**src/bedq_pkg.sv**
```systemverilog
// ----------------------------------------------------------------------------
// bedq_pkg
// Shared types and codes for the button event detector with its event queue.
// ----------------------------------------------------------------------------
`default_nettype none

package bedq_pkg;

  // request operations
  localparam logic [1:0] OP_SCAN  = 2'd0;
  localparam logic [1:0] OP_GET   = 2'd1;
  localparam logic [1:0] OP_PEEK  = 2'd2;
  localparam logic [1:0] OP_FLUSH = 2'd3;

  // queue entry codes
  localparam logic [2:0] CODE_NONE      = 3'd0;
  localparam logic [2:0] CODE_DOWN      = 3'd1;
  localparam logic [2:0] CODE_UP        = 3'd2;
  localparam logic [2:0] CODE_LONG      = 3'd3;
  localparam logic [2:0] CODE_LONG_LONG = 3'd4;

  // configuration register indexes
  localparam int unsigned CFG_IDX_W  = 2;
  localparam int unsigned CFG_DATA_W = 8;
  localparam logic [CFG_IDX_W-1:0] REG_LONG_TICKS   = 2'd0;
  localparam logic [CFG_IDX_W-1:0] REG_LONGER_TICKS = 2'd1;
  localparam logic [CFG_IDX_W-1:0] REG_QUEUE_ENABLE = 2'd2;

  // register reset values
  localparam logic [7:0] LONG_TICKS_RESET   = 8'd40;
  localparam logic [7:0] LONGER_TICKS_RESET = 8'd80;
  localparam logic       QUEUE_ENABLE_RESET = 1'b1;

  localparam logic [7:0] HOLD_MAX = 8'hff;

  localparam int unsigned DEFAULT_QUEUE_DEPTH = 16;

  // scan result bits, msb first: long, long-long, up, down
  typedef struct packed {
    logic long_ev;
    logic long_long;
    logic up;
    logic down;
  } flags_t;

  typedef struct packed {
    logic [1:0] operation;
    logic       pin_level;
  } req_t;

  typedef struct packed {
    logic [3:0] event_flags;
    logic [2:0] read_event;
  } rsp_t;

  // queue commands for one accepted beat
  typedef struct packed {
    logic push;
    logic get;
    logic peek;
    logic flush;
  } queue_cmd_t;

endpackage

`default_nettype wire

```
**src/button_event_detector_with_queue.sv**
```systemverilog
// ----------------------------------------------------------------------------
// button_event_detector_with_queue
// Button debounce, long-press detection and a ring queue of button events.
// ----------------------------------------------------------------------------
// Every request beat (scan tick, get, peek or flush) gives exactly one registered
// response beat; a new request is taken every cycle while req_stall is low.
// The whole step is one pass of logic from the state registers and the
// request into the response register, and a second response register lets a
// request be taken while the first result still waits downstream, so the
// request side stalls only when both are full. The queue holds QUEUE_DEPTH
// codes in flip-flops; a scan tick can write up to three of them at once.
// Entries never written since reset read back as unspecified codes.
`default_nettype none

module button_event_detector_with_queue import bedq_pkg::*; #(
  parameter int unsigned QUEUE_DEPTH = DEFAULT_QUEUE_DEPTH
) (
  input  wire logic                  clk,
  input  wire logic                  rst,
  input  wire logic                  req_valid,
  output logic                       req_stall,
  input  wire req_t                  req,
  output logic                       rsp_valid,
  input  wire logic                  rsp_stall,
  output rsp_t                       rsp,
  input  wire logic                  cfg_write,
  input  wire logic [CFG_IDX_W-1:0]  cfg_index,
  input  wire logic [CFG_DATA_W-1:0] cfg_data
);

  logic [7:0] long_ticks;
  logic [7:0] longer_ticks;
  logic       queue_enable;

  logic       accept;
  logic       take;
  logic       skid_valid;
  rsp_t       skid;
  rsp_t       result;
  flags_t     flags;
  queue_cmd_t qcmd;
  logic [2:0] read_event;

  assign req_stall = skid_valid;
  assign accept    = req_valid && !req_stall;
  assign take      = rsp_valid && !rsp_stall;

  always_ff @(posedge clk) begin
    if (rst) begin
      long_ticks   <= LONG_TICKS_RESET;
      longer_ticks <= LONGER_TICKS_RESET;
      queue_enable <= QUEUE_ENABLE_RESET;
    end else if (cfg_write) begin
      case (cfg_index)
        REG_LONG_TICKS:   long_ticks   <= cfg_data[7:0];
        REG_LONGER_TICKS: longer_ticks <= cfg_data[7:0];
        REG_QUEUE_ENABLE: queue_enable <= cfg_data[0];
        default: ;
      endcase
    end
  end

  bedq_detect u_detect (
    .clk          (clk),
    .rst          (rst),
    .tick         (accept && req.operation == OP_SCAN),
    .pressed      (!req.pin_level),
    .long_ticks   (long_ticks),
    .longer_ticks (longer_ticks),
    .flags        (flags)
  );

  always_comb begin
    qcmd       = '0;
    qcmd.push  = accept && req.operation == OP_SCAN && queue_enable && (flags != '0);
    qcmd.get   = accept && req.operation == OP_GET;
    qcmd.peek  = accept && req.operation == OP_PEEK;
    qcmd.flush = accept && req.operation == OP_FLUSH;
  end

  bedq_queue #(
    .QUEUE_DEPTH (QUEUE_DEPTH)
  ) u_queue (
    .clk        (clk),
    .rst        (rst),
    .cmd        (qcmd),
    .flags      (flags),
    .read_event (read_event)
  );

  always_comb begin
    result.event_flags = (req.operation == OP_SCAN) ? flags : 4'd0;
    result.read_event  = read_event;
  end

  // response register plus one skid entry
  always_ff @(posedge clk) begin
    if (rst) begin
      rsp_valid  <= 1'b0;
      skid_valid <= 1'b0;
    end else if (accept) begin
      if (!rsp_valid || take) begin
        rsp_valid <= 1'b1;
      end else begin
        skid_valid <= 1'b1;
      end
    end else if (take) begin
      if (skid_valid) begin
        skid_valid <= 1'b0;
      end else begin
        rsp_valid <= 1'b0;
      end
    end
  end

  always_ff @(posedge clk) begin
    if (accept) begin
      if (!rsp_valid || take) begin
        rsp <= result;
      end else begin
        skid <= result;
      end
    end else if (take && skid_valid) begin
      rsp <= skid;
    end
  end

endmodule

`default_nettype wire

```
**src/bedq_detect.sv**
```systemverilog
// ----------------------------------------------------------------------------
// bedq_detect
// Debounce and hold tracking for one active-low button, one step per scan tick.
// ----------------------------------------------------------------------------
`default_nettype none

module bedq_detect import bedq_pkg::*; (
  input  wire logic       clk,
  input  wire logic       rst,
  input  wire logic       tick,
  input  wire logic       pressed,
  input  wire logic [7:0] long_ticks,
  input  wire logic [7:0] longer_ticks,
  output flags_t          flags
);

  logic       last_pressed;
  logic       down_valid;
  logic       down_reported;
  logic       long_seen;
  logic [7:0] hold_count;

  logic       down_valid_next;
  logic       down_reported_next;
  logic       long_seen_next;
  logic [7:0] hold_count_next;

  always_comb begin
    flags              = '0;
    down_valid_next    = down_valid;
    down_reported_next = down_reported;
    long_seen_next     = long_seen;
    hold_count_next    = hold_count;
    if (pressed) begin
      hold_count_next = (hold_count == HOLD_MAX) ? HOLD_MAX : hold_count + 8'd1;
      if (!long_seen && hold_count_next == long_ticks) begin
        long_seen_next = 1'b1;
        flags.long_ev  = 1'b1;
      end
      // a saturated counter does not move, so no repeat long-long
      if (long_seen_next && hold_count_next != hold_count &&
          hold_count_next == longer_ticks) begin
        flags.long_long = 1'b1;
      end
      if (last_pressed) begin
        down_valid_next = 1'b1;
        if (!down_reported) begin
          down_reported_next = 1'b1;
          flags.down         = 1'b1;
        end
      end
    end else begin
      down_reported_next = 1'b0;
      hold_count_next    = '0;
      if (down_valid) begin
        down_valid_next = 1'b0;
        long_seen_next  = 1'b0;
        flags.up        = 1'b1;
      end
    end
  end

  always_ff @(posedge clk) begin
    if (rst) begin
      last_pressed  <= 1'b0;
      down_valid    <= 1'b0;
      down_reported <= 1'b0;
      long_seen     <= 1'b0;
      hold_count    <= '0;
    end else if (tick) begin
      last_pressed  <= pressed;
      down_valid    <= down_valid_next;
      down_reported <= down_reported_next;
      long_seen     <= long_seen_next;
      hold_count    <= hold_count_next;
    end
  end

endmodule

`default_nettype wire

```
**src/bedq_queue.sv**
```systemverilog
// ----------------------------------------------------------------------------
// bedq_queue
// Ring of event codes with a write pointer and separate get and peek pointers.
// ----------------------------------------------------------------------------
`default_nettype none

module bedq_queue import bedq_pkg::*; #(
  parameter int unsigned QUEUE_DEPTH = DEFAULT_QUEUE_DEPTH
) (
  input  wire logic       clk,
  input  wire logic       rst,
  input  wire queue_cmd_t cmd,
  input  wire flags_t     flags,
  output logic [2:0]      read_event
);

  localparam int unsigned PTR_W = $clog2(QUEUE_DEPTH);
  localparam logic [PTR_W-1:0] LAST_SLOT = PTR_W'(QUEUE_DEPTH - 1);

  logic [2:0]       store [QUEUE_DEPTH];
  logic [PTR_W-1:0] write_ptr;
  logic [PTR_W-1:0] read_ptr;
  logic [PTR_W-1:0] peek_ptr;

  logic [PTR_W-1:0] slot_down;
  logic [PTR_W-1:0] slot_long;
  logic [PTR_W-1:0] slot_long_long;
  logic [PTR_W-1:0] after_long;
  logic [PTR_W-1:0] write_ptr_next;
  logic [PTR_W-1:0] sel_ptr;
  logic [PTR_W-1:0] sel_ptr_next;
  logic             empty;

  function automatic logic [PTR_W-1:0] next_slot(input logic [PTR_W-1:0] p);
    next_slot = (p == LAST_SLOT) ? '0 : p + PTR_W'(1);
  endfunction

  // up never shares a tick with the others; down, long, long-long pack in order
  always_comb begin
    slot_down      = write_ptr;
    slot_long      = flags.down ? next_slot(write_ptr) : write_ptr;
    slot_long_long = flags.long_ev ? next_slot(slot_long) : slot_long;
    after_long     = flags.long_long ? next_slot(slot_long_long) : slot_long_long;
    write_ptr_next = flags.up ? next_slot(write_ptr) : after_long;
  end

  always_comb begin
    sel_ptr      = cmd.peek ? peek_ptr : read_ptr;
    empty        = (sel_ptr == write_ptr);
    sel_ptr_next = next_slot(sel_ptr);
    read_event   = CODE_NONE;
    if ((cmd.get || cmd.peek) && !empty) begin
      read_event = store[sel_ptr];
    end
  end

  always_ff @(posedge clk) begin
    if (cmd.push) begin
      if (flags.down) begin
        store[slot_down] <= CODE_DOWN;
      end
      if (flags.up) begin
        store[slot_down] <= CODE_UP;
      end
      if (flags.long_ev) begin
        store[slot_long] <= CODE_LONG;
      end
      if (flags.long_long) begin
        store[slot_long_long] <= CODE_LONG_LONG;
      end
    end
  end

  always_ff @(posedge clk) begin
    if (rst) begin
      write_ptr <= '0;
      read_ptr  <= '0;
      peek_ptr  <= '0;
    end else if (cmd.flush) begin
      write_ptr <= '0;
      read_ptr  <= '0;
      peek_ptr  <= '0;
    end else begin
      if (cmd.push) begin
        write_ptr <= write_ptr_next;
      end
      if (cmd.get && !empty) begin
        read_ptr <= sel_ptr_next;
      end
      if (cmd.peek && !empty) begin
        peek_ptr <= sel_ptr_next;
      end
    end
  end

endmodule

`default_nettype wire

```
**config.mk**
```make
export PLATFORM = sky130hd
export DESIGN_NAME = button_event_detector_with_queue
export DESIGN_NICKNAME = d
export VERILOG_FILES = /design/src/bedq_pkg.sv /design/src/button_event_detector_with_queue.sv /design/src/bedq_detect.sv /design/src/bedq_queue.sv
export SDC_FILE = /design/constraint.sdc
export NUM_CORES = 1
export LEC_CHECK = 0
export ABC_AREA = 1
export BUFFER_PORTS_ARGS = -buffer_cell sky130_fd_sc_hd__buf_2
export CORE_MARGIN = 8
export CORE_UTILIZATION = 40
export DETAILED_ROUTE_END_ITERATION = 8
export GPL_TIMING_DRIVEN = 0
export PLACE_DENSITY = 0.61
export SETUP_SLACK_MARGIN = 0.02
export SLEW_MARGIN = 20
export SYNTH_ARGS = -nofsm -noshare
export SYNTH_HDL_FRONTEND = slang
export SYNTH_HIERARCHICAL = 1
export SYNTH_SLANG_ARGS = --single-unit
export TNS_END_PERCENT = 1
```
**constraint.sdc**
```tcl
create_clock -name clk -period 3.6 [get_ports clk]
set_clock_uncertainty 0.05 [all_clocks]
set_input_delay 0.36 -clock clk [delete_from_list [all_inputs] [get_ports clk]]
set_output_delay 0.36 -clock clk [all_outputs]
set_load 0.02 [all_outputs]
```
==> run_results.csv, run 1 <==
group,metric,value,unit
clock_tree,cts_tree,"done",
cells_and_area,stdcell_count,1187,
die,die_area,19690,µm²
synth,synth_edf_count,14,
synth,ys_seq_area_share,35.94,%
outcome,outcome,"completed",
synth,async_reset_ff_share,0,%
critical_path,cp-end-kind,"register",
critical_path,start_kind,"register",
placed_design,routabilityCongestion,0.8457,
placed_design,dp_slack,-0.7244,ns
die,num_io_pins,27,
critical_path,reg2reg_to,"u_queue/store[4][1]$_SDFFE_PP0P_",
critical_path,cp_data_arrival_time,3.66,ns
global_route,use_met1,22.41,%
route,postRouteAntennaNets,0,
cells_and_area,drive_gt1_share,17.82,%
die,rows,45,
global_route,grt_pass1_wl,27.59,mm
job,maxCapViolations,0,
clock_tree,clock_sinks,104,
placed_design,dpl_cell_area,6548,µm²
worst_hold_path,min_from,"cfg_data[1]",
die,core,15150,µm²
sta,hold_violations,0,
cells_and_area,fin_area,7236,µm²
die,die_x,140.3,µm
cells_and_area,final_common_cell,"nand2_1",
clock_tree,root_buffer,"clkbuf_16",
clock_tree,numCtsBuffers,9,
placed_design,dpl.hpwl,12.47,mm
route,vias,5985,
die,start_util,40.82,%
pwr,peakVddDrop,0.2067,mV
route,via_per_inst,5.042,
pwr,fin_total_pwr,2.369,mW
critical_path,worstPathRequired,3.80,ns
cells_and_area,final_cell_mix,"223 x nand2_1, 135 x inv_1, 87 x nor2_1, 85 x dfxtp_1, 75 x o21ai_0",
global_route,grt.overflow.total,0,
synth,synthCells,935,
route,dr.first_iter.drc_count,489,
route,drt_pass1_iterations,5,
synth,syn_area_per_cell,6.612,µm²
synth,synth-warning-count,6,
clock_tree,cts_max_path_buffers,2,
global_route,antenna_found_initial,0,
sta,period_share,96.15,%
synth,synth.net_count,967,
pwr,power_density,327.4,nW/µm²
pwr,p_leak,3.407,nW
critical_path,crit_type,"reg2reg",
sta,min_period,3.462,ns
cells_and_area,area_growth_syn_to_layout,17.04,%
sta,slew_viol_final,0,
cells_and_area,antenna_cells,0,
sta,slew_headroom,55.00,%
clock_tree,clk_latency,0.36,ns
clock_tree,clkTransAtPathRegs,0.08,ns
route,drc,0,
placed_design,port_buffers,26,
worst_hold_path,hold_class,"in2reg",
synth,ys_ff_latch,104,
critical_path,worst-path-max-fanout,8,
global_route,grt_pass1_vias,5545,
die,die_h,140.3,µm
worst_hold_path,hold_depth,3,
clock_tree,cts_max_level,3,
global_route,met3_usage,4.111,%
sta,clock.fmax,288.9,MHz
critical_path,r2r_cells,27,
critical_path,r2r-start,"u_detect/hold_count[1]$_SDFFE_PP0P_",
clock_tree,postCtsHoldBufs,0,
synth,syn-cell-area,6182,µm²
placed_design,dp.cells,1149,
global_route,grt_max_degree,19,
route,post_drt_wl_per_cell,14.13,µm
sta,final.setup.tns,0,ns
global_route,top_usage_layer,"met2",
sta,worst_slew_pin_slew,0.6750,ns
sta,rsz0062_at_grt,"true",
global_route,grt_use_total,17.21,%
cells_and_area,fin_nets,1026,
sta,setup_slack,0.1385,ns
worst_hold_path,whs_endpoint,"longer_ticks[1]$_SDFFE_PP0P_",
route,wl,16.77,mm
synth,ys.flop_type,"dfxtp_1",
critical_path,r2r_setup_slack,0.14,ns
synth,ys_types,38,
sta,setup_viol,0,
global_route,grt_use_met2,27.63,%
flip-flops by register name (all words and copies together), names as in the netlist, 4 cells and up:
name / flops
skid: 7
long_ticks: 8
rsp: 7
u_queue/store: 48
u_queue/peek_ptr: 4
u_detect/hold_count: 8
longer_ticks: 8
u_queue/read_ptr: 4
u_queue/slot_down: 4
cell families (layout without fill, tap and decap cells):
| kind of cell | Yosys count | in the layout | synth area share (%) |
|---|---|---|---|
| AOI/OAI and AO/OA | 182 | 182 | 16.27 |
| xor gates and xnor gates | 6 | 6 | 0.8500 |
| adders and majority gates | 14 | 14 | 2.833 |
| buffers and inverters | 171 | 235 | 11.11 |
| DFF | 104 | 104 | 35.94 |
| and+or+nand+nor | 458 | 458 | 32.99 |
critical path: stages, from the launching register on:
cell and delay, ns:
dfxtp_4 0.37, ha_4 0.17, nand2_4 0.08, nor2_4 0.12
nand2_4 0.09, clkbuf_16 0.18, nand2_4 0.06, nand2_2 0.05
nand2_2 0.09, nand3_2 0.06, nor2_1 0.11, nand3b_1 0.15
nor2_4 0.14, inv_2 0.05, nand2_1 0.06, nor2_1 0.04
nor2_1 0.08, buf_4 0.17, clkinvlp_4 0.18, o21ai_4 0.20
buf_12 0.14, nand3_4 0.14, nor2_2 0.19, nand2_1 0.08
o21ai_0 0.07, o21ai_0 0.10, nand2_1 0.08, inv_1 0.04
cell usage after synthesis, types with 2 or more instances:
library cell  number  area share, %
nand2_1          234             14
inv_1            137            8.3
nor2_1            96            5.8
dfxtp_1           90             29
o21ai_0           80            6.5
nand3_1           60            4.9
a21oi_1           57            4.6
nand2_2           23            2.3
buf_2             14            1.1
edfxtp_1          14            6.8
ha_1              14            2.8
nand4_1           11            1.1
o21ai_1            9           0.73
o22ai_1            9           0.91
nor2_2             8           0.81
o211ai_1           8           0.97
inv_2              7           0.43
nand3_2            7            1.1
a31oi_1            6           0.61
nand3b_1           6           0.73
nor3_1             5           0.40
o21ai_2            5           0.71
xor2_1             5           0.71
buf_4              4           0.49
clkbuf_1           4           0.24
nand2_4            4           0.73
o31ai_1            4           0.49
clkinv_1           3           0.18
nor2_8             2           0.65
per-stage QoR:
stage               utilization, %  hold WS [ns]
global route                 47.77        0.1983
floorplan                        -        0.3788
detailed placement           43.23        0.3974
CTS                          45.72        0.1724
finish                       47.77        0.1844
global placement             43.23        0.3961
per-layer routing:
metal / part of all wire [%] / vias to the layer above / wire [µm]
li1: - / 3119 / -
met1: 47 / 2689 / 7861
met2: 45 / 160 / 7621
met3: 6.0 / 17 / 999
met4: 1.7 / 0 / 286
met5: 0 / - / 0
cell type report:
class / count / area [µm²]
Inverter: 148 / 564.3
Clock inverter: 5 / 46.29
Buffer: 23 / 138.9
Sequential cell: 104 / 2233
Fill cell: 1588 / 7910
Timing Repair Buffer: 48 / 326.6
Multi-Input combinational cell: 660 / 3448
Tap cell: 188 / 235.2
Clock buffer: 11 / 242.7
where the power goes:
part | internal [mW] | switching [mW] | leakage [nW]
sequential | 1.20 | 0.0137 | 0.865
combinational | 0.0639 | 0.127 | 2.40
clock | 0.503 | 0.464 | 0.144
total | 1.76 | 0.605 | 3.41
worst max path at each step:
stage,startpoint,endpoint,slack (ns),depth (start not counted)
after global routing,u_detect/hold_count[0]$_SDFFE_PP0P_,u_queue/store[3][1]$_SDFFE_PP0P_,-0.13,25
final,u_detect/hold_count[1]$_SDFFE_PP0P_,u_queue/store[4][1]$_SDFFE_PP0P_,0.14,27
after detailed placement,u_detect/hold_count[0]$_SDFFE_PP0P_,u_queue/store[8][0]$_SDFFE_PP0P_,-0.72,25
after global placement,u_detect/hold_count[0]$_SDFFE_PP0P_,u_queue/store[9][0]$_SDFFE_PP0P_,-0.70,25
after floorplan,u_detect/hold_count[0]$_SDFFE_PP0P_,u_queue/store[0][1]$_SDFFE_PP0P_,0.25,26
after CTS,u_detect/hold_count[0]$_SDFFE_PP0P_,u_queue/store[0][1]$_SDFFE_PP0P_,0.02,26
what timing repair did:
item / CTS / global route
pin swaps: 4 / 23
setup endpoints to repair: 50 / 50
resized for setup: 18 / 45
cloned: 0 / 2
buffers inserted: 2 / 18
Power figures use the tool's default switching activity.
==> inputs of run 2 (changes only) <==
Settings changed: ABC_AREA 1 to 0.
==> run 2 against run 1 <==
Clock power rose by 9%. Setup slack lost 0.088 ns. Synthesized cell count shrank 27%. Core utilization grew 1.3 points. Hold slack gained 0.050 ns. Global-route usage fell by 0.20 points. Wire length rose by 2.6%. Cell count shrank 22%. Total power up 0.65%. Sequential share of layout area shrank 0.89 points.
==> run_results.csv, run 2 <==
group,metric,value,unit
outcome,outcome,"completed",
placed_design,routabilityCongestion,0.9285,
synth,syn-cell-area,6216,µm²
pwr,comb_power_share,5.5,%
synth,ys_seq_area_share,35.75,%
sta,clock.fmax,281.8,MHz
synth,synth-warning-count,6,
pwr,fin_total_pwr,2.384,mW
synth,ys_top_cells_by_area,"dfxtp_1 29%, mux2i_1 7.6%, edfxtp_1 6.8%",
die,rows,45,
clock_tree,root_buffer,"clkbuf_16",
clock_tree,clk_latency,0.36,ns
route,drc,0,
cells_and_area,fin_nets,770,
cells_and_area,antenna_cells,0,
critical_path,cp_data_arrival_time,3.74,ns
route,dr.max_layer_used,"met4",
die,num_io_pins,27,
synth,synthCells,682,
critical_path,r2r_cells,16,
global_route,grt_max_degree,20,
route,met1Wirelength,7.624,mm
synth,synth_top_area_share,28.99,%
die,die_area,19790,µm²
pwr,power_frac_seq,50.4,%
global_route,grt_use_total,17.02,%
synth,ys_ff_latch,104,
placed_design,dpl_cell_area,6588,µm²
cells_and_area,drive_gt1_share,26.24,%
cells_and_area,area_growth_syn_to_layout,19.95,%
sta,min_period,3.549,ns
placed_design,port_buffers,26,
pwr,switching_share,23.83,%
route,postRouteAntennaNets,0,
pwr,internal-power,1.816,mW
job,maxCapViolations,0,
placed_design,dpl.hpwl,12.49,mm
clock_tree,cts_max_level,3,
synth,ys_types,85,
sta,hold_violations,0,
sta,rsz0062_at_grt,"true",
critical_path,cp-end-kind,"register",
clock_tree,numCtsBuffers,9,
cells_and_area,final_cell_mix,"86 x dfxtp_1, 61 x a21oi_1, 47 x nor2_1, 46 x nand2_1, 46 x mux2i_1",
sta,setup_slack,0.05096,ns
critical_path,crit_type,"reg2reg",
synth,synth.net_count,714,
cells_and_area,multi_input_area,4005,µm²
synth,async_reset_ff_share,0,%
cells_and_area,top_register,"u_queue/store",
synth,synth_most_common_cell,"dfxtp_1",
global_route,grt_pass1_vias,5217,
sta,slew_headroom,33.82,%
pwr,pwr-share-clk,44.1,%
worst_hold_path,hold_class,"in2reg",
route,vias,5506,
sta,worst_slew_pin_slew,0.9838,ns
worst_hold_path,hold_depth,3,
route,wl_met3,1.190,mm
pwr,p_sw,0.5681,mW
placed_design,dp_slack,-1.230,ns
route,drt_pass1_iterations,5,
critical_path,worst-path-max-fanout,5,
synth,synth_edf_count,14,
synth,yosysTopAreaCell,"dfxtp_1",
route,via_per_inst,5.914,
clock_tree,clock_sinks,104,
cells_and_area,fin_area,7456,µm²
sta,hold_ws,0.2347,ns
route,wl_met2,7.989,mm
critical_path,start_kind,"register",
synth,syn_area_per_cell,9.114,µm²
cells_and_area,final-seq-area,2235,µm²
cells_and_area,largest_reg_flops,48,
global_route,grt.overflow.total,0,
route,wl,17.21,mm
pwr,power_density,319.8,nW/µm²
sta,period_share,98.58,%
global_route,grt_pass1_wl,27.07,mm
cells_and_area,final_core_util,49.05,%
synth,synth_common_cells,"90 x dfxtp_1, 62 x a21oi_1, 62 x nor2_1",
sta,slew_viol_final,0,
route,post_drt_wl_per_cell,18.49,µm
pwr,peakVddDrop,0.2068,mV
die,core,15200,µm²
cells_and_area,final_common_cell,"dfxtp_1",
die,die_h,140.7,µm
global_route,antenna_found_initial,0,
critical_path,worstPathRequired,3.79,ns
pwr,p_leak,3.008,nW
clock_tree,cts_max_path_buffers,2,
cells_and_area,fillers,1384,
route,dr.first_iter.drc_count,465,
sta,setup_viol,0,
die,start_util,40.89,%
clock_tree,clkTransAtPathRegs,0.07,ns
clock_tree,cts_tree,"done",
synth,ys.flop_type,"dfxtp_1",
die,die_x,140.7,µm
## run 2: cell types whose count changed after synthesis, sizes merged, moves of 14 or more
cell    delta
mux2i     +49
nand2b    +34
nand3     -56
nor2      -43
clkbuf    +14
o21ai     -74
nand2    -198
a22oi     +16
inv      -119
## run 2: path summary, 6_finish.rpt
check / end / slack, ns / startpoint
hold reg to reg: u_queue/store[7][2]$_SDFFE_PP1P_ / 0.44 / u_queue/store[7][2]$_SDFFE_PP1P_
hold / removal: longer_ticks[4]$_SDFFE_PP1P_ / 0.23 / cfg_data[4]
setup / recovery: u_queue/store[15][0]$_SDFFE_PP0P_ / 0.05 / u_detect/hold_count[1]$_SDFFE_PP0P_
setup reg to reg: u_queue/store[15][0]$_SDFFE_PP0P_ / 0.05 / u_detect/hold_count[1]$_SDFFE_PP0P_
## run 2: metrics by stage
stage	std cells	TNS, ns
finish	931	0
floorplan	682	-0.6733
detailed placement	896	-45.41
global placement	896	-48.20
global route	931	-1.154
CTS	923	0
## run 2: layer usage
metal,global-route usage [%],up-vias
li1,-,2609
met1,22.02,2648
met2,26.89,220
met3,4.254,29
met4,6.222,0
met5,0,-
## run 2: critical path, cell delays in order, from the launching register on
cell	delay, ns
dfxtp_4	0.37
ha_4	0.14
buf_6	0.14
nand2_4	0.06
a41oi_4	0.22
nor2_2	0.07
xor2_1	0.14
or4_4	0.55
a2111oi_4	0.39
or4_1	0.18
and3_4	0.27
inv_8	0.06
nor4b_4	0.28
buf_6	0.17
nand2_4	0.07
mux2i_1	0.18
a21oi_1	0.08
## run 2: cell families (layout without fill, tap and decap cells)
group | after synthesis | count (layout) | synth area share (%)
buffers and inverters | 65 | 126 | 4.851
xor gates and xnor gates | 20 | 20 | 3.039
and+or+nand+nor | 241 | 241 | 20.73
muxes | 68 | 68 | 14.21
adders and majority gates | 14 | 14 | 2.818
DFF | 104 | 104 | 35.75
AOI/OAI and AO/OA | 170 | 170 | 18.60
## run 2: area by class of cell
| type | instances | share of cell area (%) |
|---|---|---|
| multi-input cells | 513 | 53.72 |
| flip-flops and latches | 104 | 29.97 |
| repair buffers | 46 | 3.927 |
| clock buffers | 11 | 3.692 |
| plain buffers | 37 | 3.390 |
| well taps | 188 | 3.155 |
| inverters | 27 | 1.494 |
| clock inverters | 5 | 0.6545 |
## run 2: timing repair
| item | 4_1_cts | 5_1_grt |
|---|---|---|
| setup endpoints to repair | 52 | 55 |
| pin swaps | 14 | 26 |
| hold buffers | 0 | 0 |
| buffers inserted | 11 | 8 |
| gates resized for setup | 58 | 65 |
| cloned | 0 | 1 |
## run 2: power groups by stage
stage | clock (mW) | sequential [mW] | combinational (mW)
2_1_floorplan | 0 | 1.24 | 0.0748
3_3_place_gp | 0 | 1.23 | 0.124
3_5_place_dp | 0 | 1.23 | 0.126
4_1_cts | 1.07 | 1.20 | 0.130
5_1_grt | 1.13 | 1.20 | 0.144
6_report | 1.05 | 1.20 | 0.132
